$ cat config.mk
export PLATFORM = sky130hd
export DESIGN_NAME = sad_ctrl
export DESIGN_NICKNAME = d
export VERILOG_FILES = /design/src/hdl/suffix_automaton_distinct_substrings_defines.svh /design/src/hdl/sad_pkg.sv /design/src/hdl/sad_ctrl.sv
export SDC_FILE = /design/constraint.sdc
export NUM_CORES = 1
export LEC_CHECK = 0
export BUFFER_PORTS_ARGS = -buffer_cell sky130_fd_sc_hd__buf_2
export CAP_MARGIN = 0
export CORE_UTILIZATION = 45
export DETAILED_ROUTE_END_ITERATION = 10
export PLACE_DENSITY = 0.69
export SLEW_MARGIN = 10
export SYNTH_ARGS = -nofsm -noshare
export SYNTH_HDL_FRONTEND = slang
export SYNTH_SLANG_ARGS = --single-unit
$ cat constraint.sdc
create_clock -name clock -period 1.4 [get_ports clock]
set_input_delay 0.28 -clock clock [delete_from_list [all_inputs] [get_ports clock]]
set_output_delay 0.28 -clock clock [all_outputs]
set_load 0.02 [all_outputs]
$ cat src/hdl/suffix_automaton_distinct_substrings_defines.svh
// assertion macros for the suffix automaton block
// no dependencies; included by the top level only
`ifndef SUFFIX_AUTOMATON_DISTINCT_SUBSTRINGS_DEFINES_SVH
`define SUFFIX_AUTOMATON_DISTINCT_SUBSTRINGS_DEFINES_SVH
`ifndef SYNTHESIS
// implication in the same cycle
`define SAD_ASSERT_NOW(lbl, clk, rst, ante, cons) \
   lbl: assert property (@(posedge clk) disable iff (rst) (ante) |-> (cons)) \
      else $error("assertion failed");
// implication into the next cycle
`define SAD_ASSERT_NEXT(lbl, clk, rst, ante, cons) \
   lbl: assert property (@(posedge clk) disable iff (rst) (ante) |=> (cons)) \
      else $error("assertion failed");
`else
`define SAD_ASSERT_NOW(lbl, clk, rst, ante, cons)
`define SAD_ASSERT_NEXT(lbl, clk, rst, ante, cons)
`endif
`endif

$ cat src/hdl/sad_pkg.sv
// shared constants, operation codes and controller/datapath types
// no dependencies
package sad_pkg;
   localparam int MAX_LEN_DEF  = 1024;
   localparam int ALPHABET_DEF = 26;
   localparam int SYM_W   = 5;
   localparam int TOTAL_W = 20;
   localparam int NEW_W   = 11;
   localparam int OP_W    = 5;

   // datapath operations
   localparam logic [OP_W-1:0] OP_NONE       = 5'd0;
   localparam logic [OP_W-1:0] OP_ACCEPT     = 5'd1;
   localparam logic [OP_W-1:0] OP_CLEAR_INIT = 5'd2;
   localparam logic [OP_W-1:0] OP_ROW_CLR    = 5'd3;
   localparam logic [OP_W-1:0] OP_NEW_STATE  = 5'd4;
   localparam logic [OP_W-1:0] OP_LLP        = 5'd5;
   localparam logic [OP_W-1:0] OP_WALK_RD    = 5'd6;
   localparam logic [OP_W-1:0] OP_WALK1_CK   = 5'd7;
   localparam logic [OP_W-1:0] OP_Q_RD       = 5'd8;
   localparam logic [OP_W-1:0] OP_Q_CK       = 5'd9;
   localparam logic [OP_W-1:0] OP_COPY       = 5'd10;
   localparam logic [OP_W-1:0] OP_LINKQ      = 5'd11;
   localparam logic [OP_W-1:0] OP_LINKCUR    = 5'd12;
   localparam logic [OP_W-1:0] OP_WALK2_CK   = 5'd13;
   localparam logic [OP_W-1:0] OP_FIN_RD     = 5'd14;
   localparam logic [OP_W-1:0] OP_FIN_CK     = 5'd15;
   localparam logic [OP_W-1:0] OP_OUT        = 5'd16;

   typedef struct packed {
      logic [OP_W-1:0] op;
   } sad_cmd_type;

   typedef struct packed {
      logic mode;
      logic sym_ok;
      logic full;
      logic t_zero;
      logic lk_zero;
      logic ll_match;
      logic t_eq_q;
      logic idx_last;
      logic rsp_free;
   } sad_status_type;
endpackage

$ cat src/hdl/sad_ctrl.sv
// controller state machine: sequences the automaton update steps
// depends on sad_pkg
module sad_ctrl (
   input  logic                    clock,
   input  logic                    reset,
   input  logic                    req_valid,
   output logic                    req_ready,
   input  sad_pkg::sad_status_type status,
   output sad_pkg::sad_cmd_type    cmd
);
   import sad_pkg::*;

   localparam logic [4:0] ST_CLRI = 5'd0;
   localparam logic [4:0] ST_RCLR = 5'd1;
   localparam logic [4:0] ST_IDLE = 5'd2;
   localparam logic [4:0] ST_DISP = 5'd3;
   localparam logic [4:0] ST_NEW  = 5'd4;
   localparam logic [4:0] ST_LLP  = 5'd5;
   localparam logic [4:0] ST_NROW = 5'd6;
   localparam logic [4:0] ST_W1RD = 5'd7;
   localparam logic [4:0] ST_W1CK = 5'd8;
   localparam logic [4:0] ST_QRD  = 5'd9;
   localparam logic [4:0] ST_QCK  = 5'd10;
   localparam logic [4:0] ST_COPY = 5'd11;
   localparam logic [4:0] ST_CPND = 5'd12;
   localparam logic [4:0] ST_LNKQ = 5'd13;
   localparam logic [4:0] ST_LNKC = 5'd14;
   localparam logic [4:0] ST_W2RD = 5'd15;
   localparam logic [4:0] ST_W2CK = 5'd16;
   localparam logic [4:0] ST_FRD  = 5'd17;
   localparam logic [4:0] ST_FCK  = 5'd18;
   localparam logic [4:0] ST_OUT  = 5'd19;

   logic [4:0] state_ff, state_in;
   logic       reply_ff, reply_in;

   assign req_ready = (state_ff == ST_IDLE);

   // next state and command
   always_comb begin
      state_in = state_ff;
      reply_in = reply_ff;
      cmd.op   = OP_NONE;
      case (state_ff)
         ST_CLRI: begin
            cmd.op   = OP_CLEAR_INIT;
            state_in = ST_RCLR;
         end
         ST_RCLR: begin
            cmd.op = OP_ROW_CLR;
            if (status.idx_last) begin
               state_in = reply_ff ? ST_OUT : ST_IDLE;
            end
         end
         ST_IDLE: begin
            if (req_valid) begin
               cmd.op   = OP_ACCEPT;
               reply_in = 1'b1;
               state_in = ST_DISP;
            end
         end
         ST_DISP: begin
            if (status.mode) begin
               state_in = ST_CLRI;
            end else if (!status.sym_ok || status.full) begin
               state_in = ST_OUT;
            end else begin
               state_in = ST_NEW;
            end
         end
         ST_NEW: begin
            cmd.op   = OP_NEW_STATE;
            state_in = ST_LLP;
         end
         ST_LLP: begin
            cmd.op   = OP_LLP;
            state_in = ST_NROW;
         end
         ST_NROW: begin
            cmd.op = OP_ROW_CLR;
            if (status.idx_last) begin
               state_in = ST_W1RD;
            end
         end
         ST_W1RD: begin
            cmd.op   = OP_WALK_RD;
            state_in = ST_W1CK;
         end
         ST_W1CK: begin
            cmd.op = OP_WALK1_CK;
            if (!status.t_zero) begin
               state_in = ST_QRD;
            end else if (status.lk_zero) begin
               state_in = ST_FRD;
            end else begin
               state_in = ST_W1RD;
            end
         end
         ST_QRD: begin
            cmd.op   = OP_Q_RD;
            state_in = ST_QCK;
         end
         ST_QCK: begin
            cmd.op   = OP_Q_CK;
            state_in = status.ll_match ? ST_FRD : ST_COPY;
         end
         ST_COPY: begin
            cmd.op = OP_COPY;
            if (status.idx_last) begin
               state_in = ST_CPND;
            end
         end
         ST_CPND: begin
            state_in = ST_LNKQ;
         end
         ST_LNKQ: begin
            cmd.op   = OP_LINKQ;
            state_in = ST_LNKC;
         end
         ST_LNKC: begin
            cmd.op   = OP_LINKCUR;
            state_in = ST_W2RD;
         end
         ST_W2RD: begin
            cmd.op   = OP_WALK_RD;
            state_in = ST_W2CK;
         end
         ST_W2CK: begin
            cmd.op = OP_WALK2_CK;
            if (status.t_eq_q && !status.lk_zero) begin
               state_in = ST_W2RD;
            end else begin
               state_in = ST_FRD;
            end
         end
         ST_FRD: begin
            cmd.op   = OP_FIN_RD;
            state_in = ST_FCK;
         end
         ST_FCK: begin
            cmd.op   = OP_FIN_CK;
            state_in = ST_OUT;
         end
         ST_OUT: begin
            if (status.rsp_free) begin
               cmd.op   = OP_OUT;
               reply_in = 1'b0;
               state_in = ST_IDLE;
            end
         end
         default: begin
            state_in = ST_CLRI;
         end
      endcase
   end

   // state registers
   always_ff @(posedge clock) begin
      if (reset) begin
         state_ff <= ST_CLRI;
         reply_ff <= 1'b0;
      end else begin
         state_ff <= state_in;
         reply_ff <= reply_in;
      end
   end
endmodule

Yosys cells after proc, flatten, opt, wreduce, memory -nomap -nowiden
Cells that the tools add are included.
{ "classes": {"n_reduce_logical": 10, "eq_ne": 24, "mux": 19} }
{ "ops": {"columns": ["operator", "count"], "rows": [
  ["$pmux W5 S20", 1],
  ["$pmux W5 S16", 1],
  ["$mux W5", 13],
  ["$eq A5 B4 Y1 const B", 8],
  ["$eq A5 B3 Y1 const B", 4],
  ["$eq A5 B5 Y1 const B", 4],
  ["$eq A5 B2 Y1 const B", 2],
  ["$ne A2 B2 Y1 const B", 5],
  ["$eq A5 B1 Y1 const B", 1],
  ["$logic_not A5 Y1", 1],
  ["$reduce_and A5 Y1", 1],
  ["$reduce_or A2 Y1", 2],
  ["$mux W1", 3],
  ["$reduce_and A3 Y1", 1],
  ["$logic_not A1 Y1", 2],
  ["$pmux W1 S2", 1],
  ["$reduce_bool A2 Y1", 1],
  ["$logic_and A1 B1 Y1", 1],
  ["$logic_or A1 B1 Y1", 1]
]} }
{ "word_totals": {"word_cells": 55, "reg_bits": 6, "in_bits": 12, "out_inout_bits": 6} }

Depth between registers and ports, before layout
{ "depth": {"word_depth": 5, "ltp_mapped": 7, "depth_no_buf": 5} }

Worst setup path before layout
OpenSTA, ideal clock, no wires.
{ "synth_timing": {"path_kind": "flip-flop to output port", "start": "reg state_ff[3]", "end": "out cmd[3] (netlist bit)", "stages_incl_launch_ff": 7, "arrival_time_ns": 1.429, "path_slack_ns": -0.309, "cell_sequence": "dfxtp_1 > buf_6 > clkbuf_1 > nand2_1 > nor2_1 > a21oi_1 > o21ai_0"} }
{ "synth_lines": {"columns": ["element", "line", "text"], "rows": [
  ["start: declaration", "sad_ctrl.sv:34", "logic [4:0] state_ff, state_in;"],
  ["start signal: assignment", "sad_ctrl.sv:163", "state_ff <= state_in;"],
  ["end: declaration", "sad_ctrl.sv:9", "output sad_pkg::sad_cmd_type cmd"]
]} }

Final worst setup path
{ "layout_timing": {"start": "reg state_ff[0]", "end": "reg state_ff[0]"} }
{ "layout_via": {"elab_chain_len": 3} }
{ "layout_rtl": {"columns": ["element", "line", "text"], "rows": [
  ["$eq A5 B1 Y1 (tied with other cells)", "sad_ctrl.sv:44", "case (state_ff)"],
  ["$ne A2 B2 Y1 (no line)", null, null],
  ["$reduce_and A5 Y1 (no line)", null, null]
]} }
Several ways; a longest one is shown, not always the timed one.
A chain may end at the register's enable or synchronous reset.

==> results.json <==
{
  "status": "complete, but fails checks",
  "violations": "negative setup slack",
  "required_ns": 1.57,
  "area_delta_synth_final_pct": 68.6,
  "fin_nets": 177,
  "fin_worst_skew_ns": 0.00261,
  "synth_top_area_frac": 0.143,
  "cts-root-buf": "clkbuf_4",
  "hold_buffers": 0,
  "drive_gt1_frac": 0.589,
  "stdcell_count": 188,
  "period_minus_slack_ns": 1.89,
  "drt_iter0_markers": 124,
  "fin_crit_sh": 1.35,
  "end_kind": "flop",
  "synth_seq_area_share": 0.143,
  "synth_edf_count": 0,
  "fmax_mhz": 529,
  "yosysWarnings": 0,
  "mostFrequentLayoutCell": "buf_4",
  "worst_ep_arrival_time_ns": 2.06,
  "die_h_um": 45.1,
  "dieArea_sq_um": 2040,
  "viasPerCell": 6.79,
  "coreArea_sq_um": 1730,
  "ios": 18,
  "cp_cell_sequence": "buf_6 -> buf_4 -> nor2b_1 -> nand4b_1 -> and3_1 -> nand2b_1 -> a21oi_2",
  "overflow": 0,
  "clk_pin_slew_ns": 0.05,
  "gp_congestion": 0.857,
  "grt_usage": 0.366,
  "drt_pass1_iterations": 5,
  "ctsHtreeMaxLevel": 1,
  "drv_cap": 0,
  "total_leakage_power_nw": 0.596,
  "rows": 15,
  "peakVddDrop_mv": 0.873,
  "cts_tree": "built",
  "synthFlopType": "dfxtp_1",
  "antenna_found_initial": 0,
  "grt_pass1_wl_um": 5400,
  "syn_area_sq_um": 837,
  "r2r_start": "state_ff[0]",
  "critical_path.max_stage_delay_ns": 0.39,
  "setup_ws_ns": -0.492,
  "grt_pass1_vias": 1150,
  "routed_wl_um": 3830,
  "initial_core_util": 0.485,
  "setup_viol": 11,
  "cts.sinks": 6,
  "startpoint_type": "flop",
  "synth.net_count": 124,
  "synth.area.top_cells": "dfxtp_1 (14%), a21oi_1 (7.8%), nor2_1 (4.0%), buf_6 (4.0%), buf_4 (3.6%)",
  "syn_inst": 112,
  "drcViolationCount": 0,
  "yosys.area.top_type": "dfxtp_1",
  "synth_cell_types": 48,
  "crit_fanout": 6,
  "hp-class": "in2reg",
  "finalHoldViolations": 0,
  "drv_slew": 0,
  "ys_seq_elements": 6,
  "grt_max_degree": 16,
  "dp_hpwl_um": 1930,
  "grt_setup_unrepaired": "true",
  "fp.dieW_um": 45.1,
  "placed_area_sq_um": 1140,
  "clockBufferDepth": 2,
  "port_buffers": 17,
  "ant_nets": 0,
  "path_class": "reg2reg",
  "syn_avg_cell_area_sq_um": 7.47,
  "final.fill_count": 108,
  "slowest_stage": "dfxtp_4",
  "diodes": 0,
  "final_cell_mix": "buf_4 (34), a21oi_1 (12), buf_2 (12), buf_6 (9), nand2_1 (6)",
  "worst_pin_slew_ns": 0.377,
  "placed_cells": 175,
  "crit_path_start": "state_ff[0]",
  "fin_area_sq_um": 1410,
  "hp-start": "reset",
  "wire_per_inst_um": 20.4,
  "clk_latency_ns": 0.25,
  "powerDensity_nw_per_um2": 1280,
  "async_flop_share": 0,
  "numCtsBuffers": 3,
  "vias": 1277,
  "slew_headroom": 0.748
}
per-layer routing:
metal | global-route usage | share of wire | vias to the layer above
met4 | 0.145 | 0.060 | 0
li1 | - | - | 529
met2 | 0.661 | 0.45 | 123
met5 | 0 | 0 | -
met1 | 0.442 | 0.36 | 578
met3 | 0.0320 | 0.12 | 47
where the power goes:
group / total, W / switching (W) / internal (W)
clock: 0.000175 / 0.0000770 / 0.0000980
sequential: 0.000290 / 0.0000761 / 0.000214
combinational: 0.00134 / 0.000676 / 0.000667
total: 0.00181 / 0.000829 / 0.000979
cells by family after synthesis:
kind of cell,synth area share
flip-flops,0.144
buffers and inverters,0.109
AO/OA/AOI/OAI,0.311
AND/OR/NAND/NOR,0.436
synth_stat cells, types with 2 or more instances:
cell	n
a21oi_1	13
nor3b_2	2
inv_1	2
o22ai_1	2
inv_2	2
nor4b_2	2
nand3b_1	3
a21o_1	2
nand4b_1	2
a31oi_1	2
or3_1	2
and2b_1	3
and3_1	3
nor3b_1	3
o21ai_0	4
nand2b_1	3
clkbuf_1	2
nor2_1	9
o32ai_1	3
buf_6	3
buf_4	4
nor3_1	4
o211ai_1	2
nand2_1	6
dfxtp_1	6
critical path, delay by kind of cell (launching register included):
| kind | cells | cell delay (ns) |
|---|---|---|
| simple gates | 4 | 0.94 |
| flops | 1 | 0.39 |
| compound gates | 1 | 0.18 |
| buf+inv | 2 | 0.29 |
timing repair:
action / in CTS / in global routing
resized for setup: 39 / 8
pin swaps: 3 / 9
endpoints found under the setup margin: 12 / 11
gates cloned: 0 / 0
setup buffers: 7 / 3
stage by stage:
stage           util  setup slack, ns  power (W)  hold WS (ns)  setup TNS (ns)
4_1_cts        0.785           -0.317    0.00163         0.282           -2.39
5_1_grt        0.817           -0.540    0.00187         0.340           -3.81
3_5_place_dp   0.662           -0.296    0.00124         0.500           -2.04
3_3_place_gp   0.662           -0.251    0.00121         0.497           -1.79
6_report       0.817           -0.492    0.00181         0.325           -3.57
2_1_floorplan      -          -0.0949   0.000918         0.342          -0.232
final timing paths:
path                  to  slack (ns)  cells past startpoint
max          state_ff[0]       -0.49                      7
min          state_ff[4]        0.32                      2
min reg2reg     reply_ff        0.50                      2
max reg2reg  state_ff[0]       -0.49                      7
flip-flops by register name (all words and copies together) (netlist names):
register	flops
state_ff	5
reply_ff	1
final cells by class:
| class | instances | area (sq um) | share of cell area |
|---|---|---|---|
| Inverter | 4 | 15.0 | 0.0106 |
| Clock buffer | 3 | 22.5 | 0.0160 |
| Sequential cell | 6 | 139 | 0.0984 |
| Multi-Input combinational cell | 92 | 747 | 0.529 |
| Tap cell | 25 | 31.3 | 0.0222 |
| Timing Repair Buffer | 58 | 457 | 0.324 |
No activity file was read; power rests on OpenSTA's default activity.
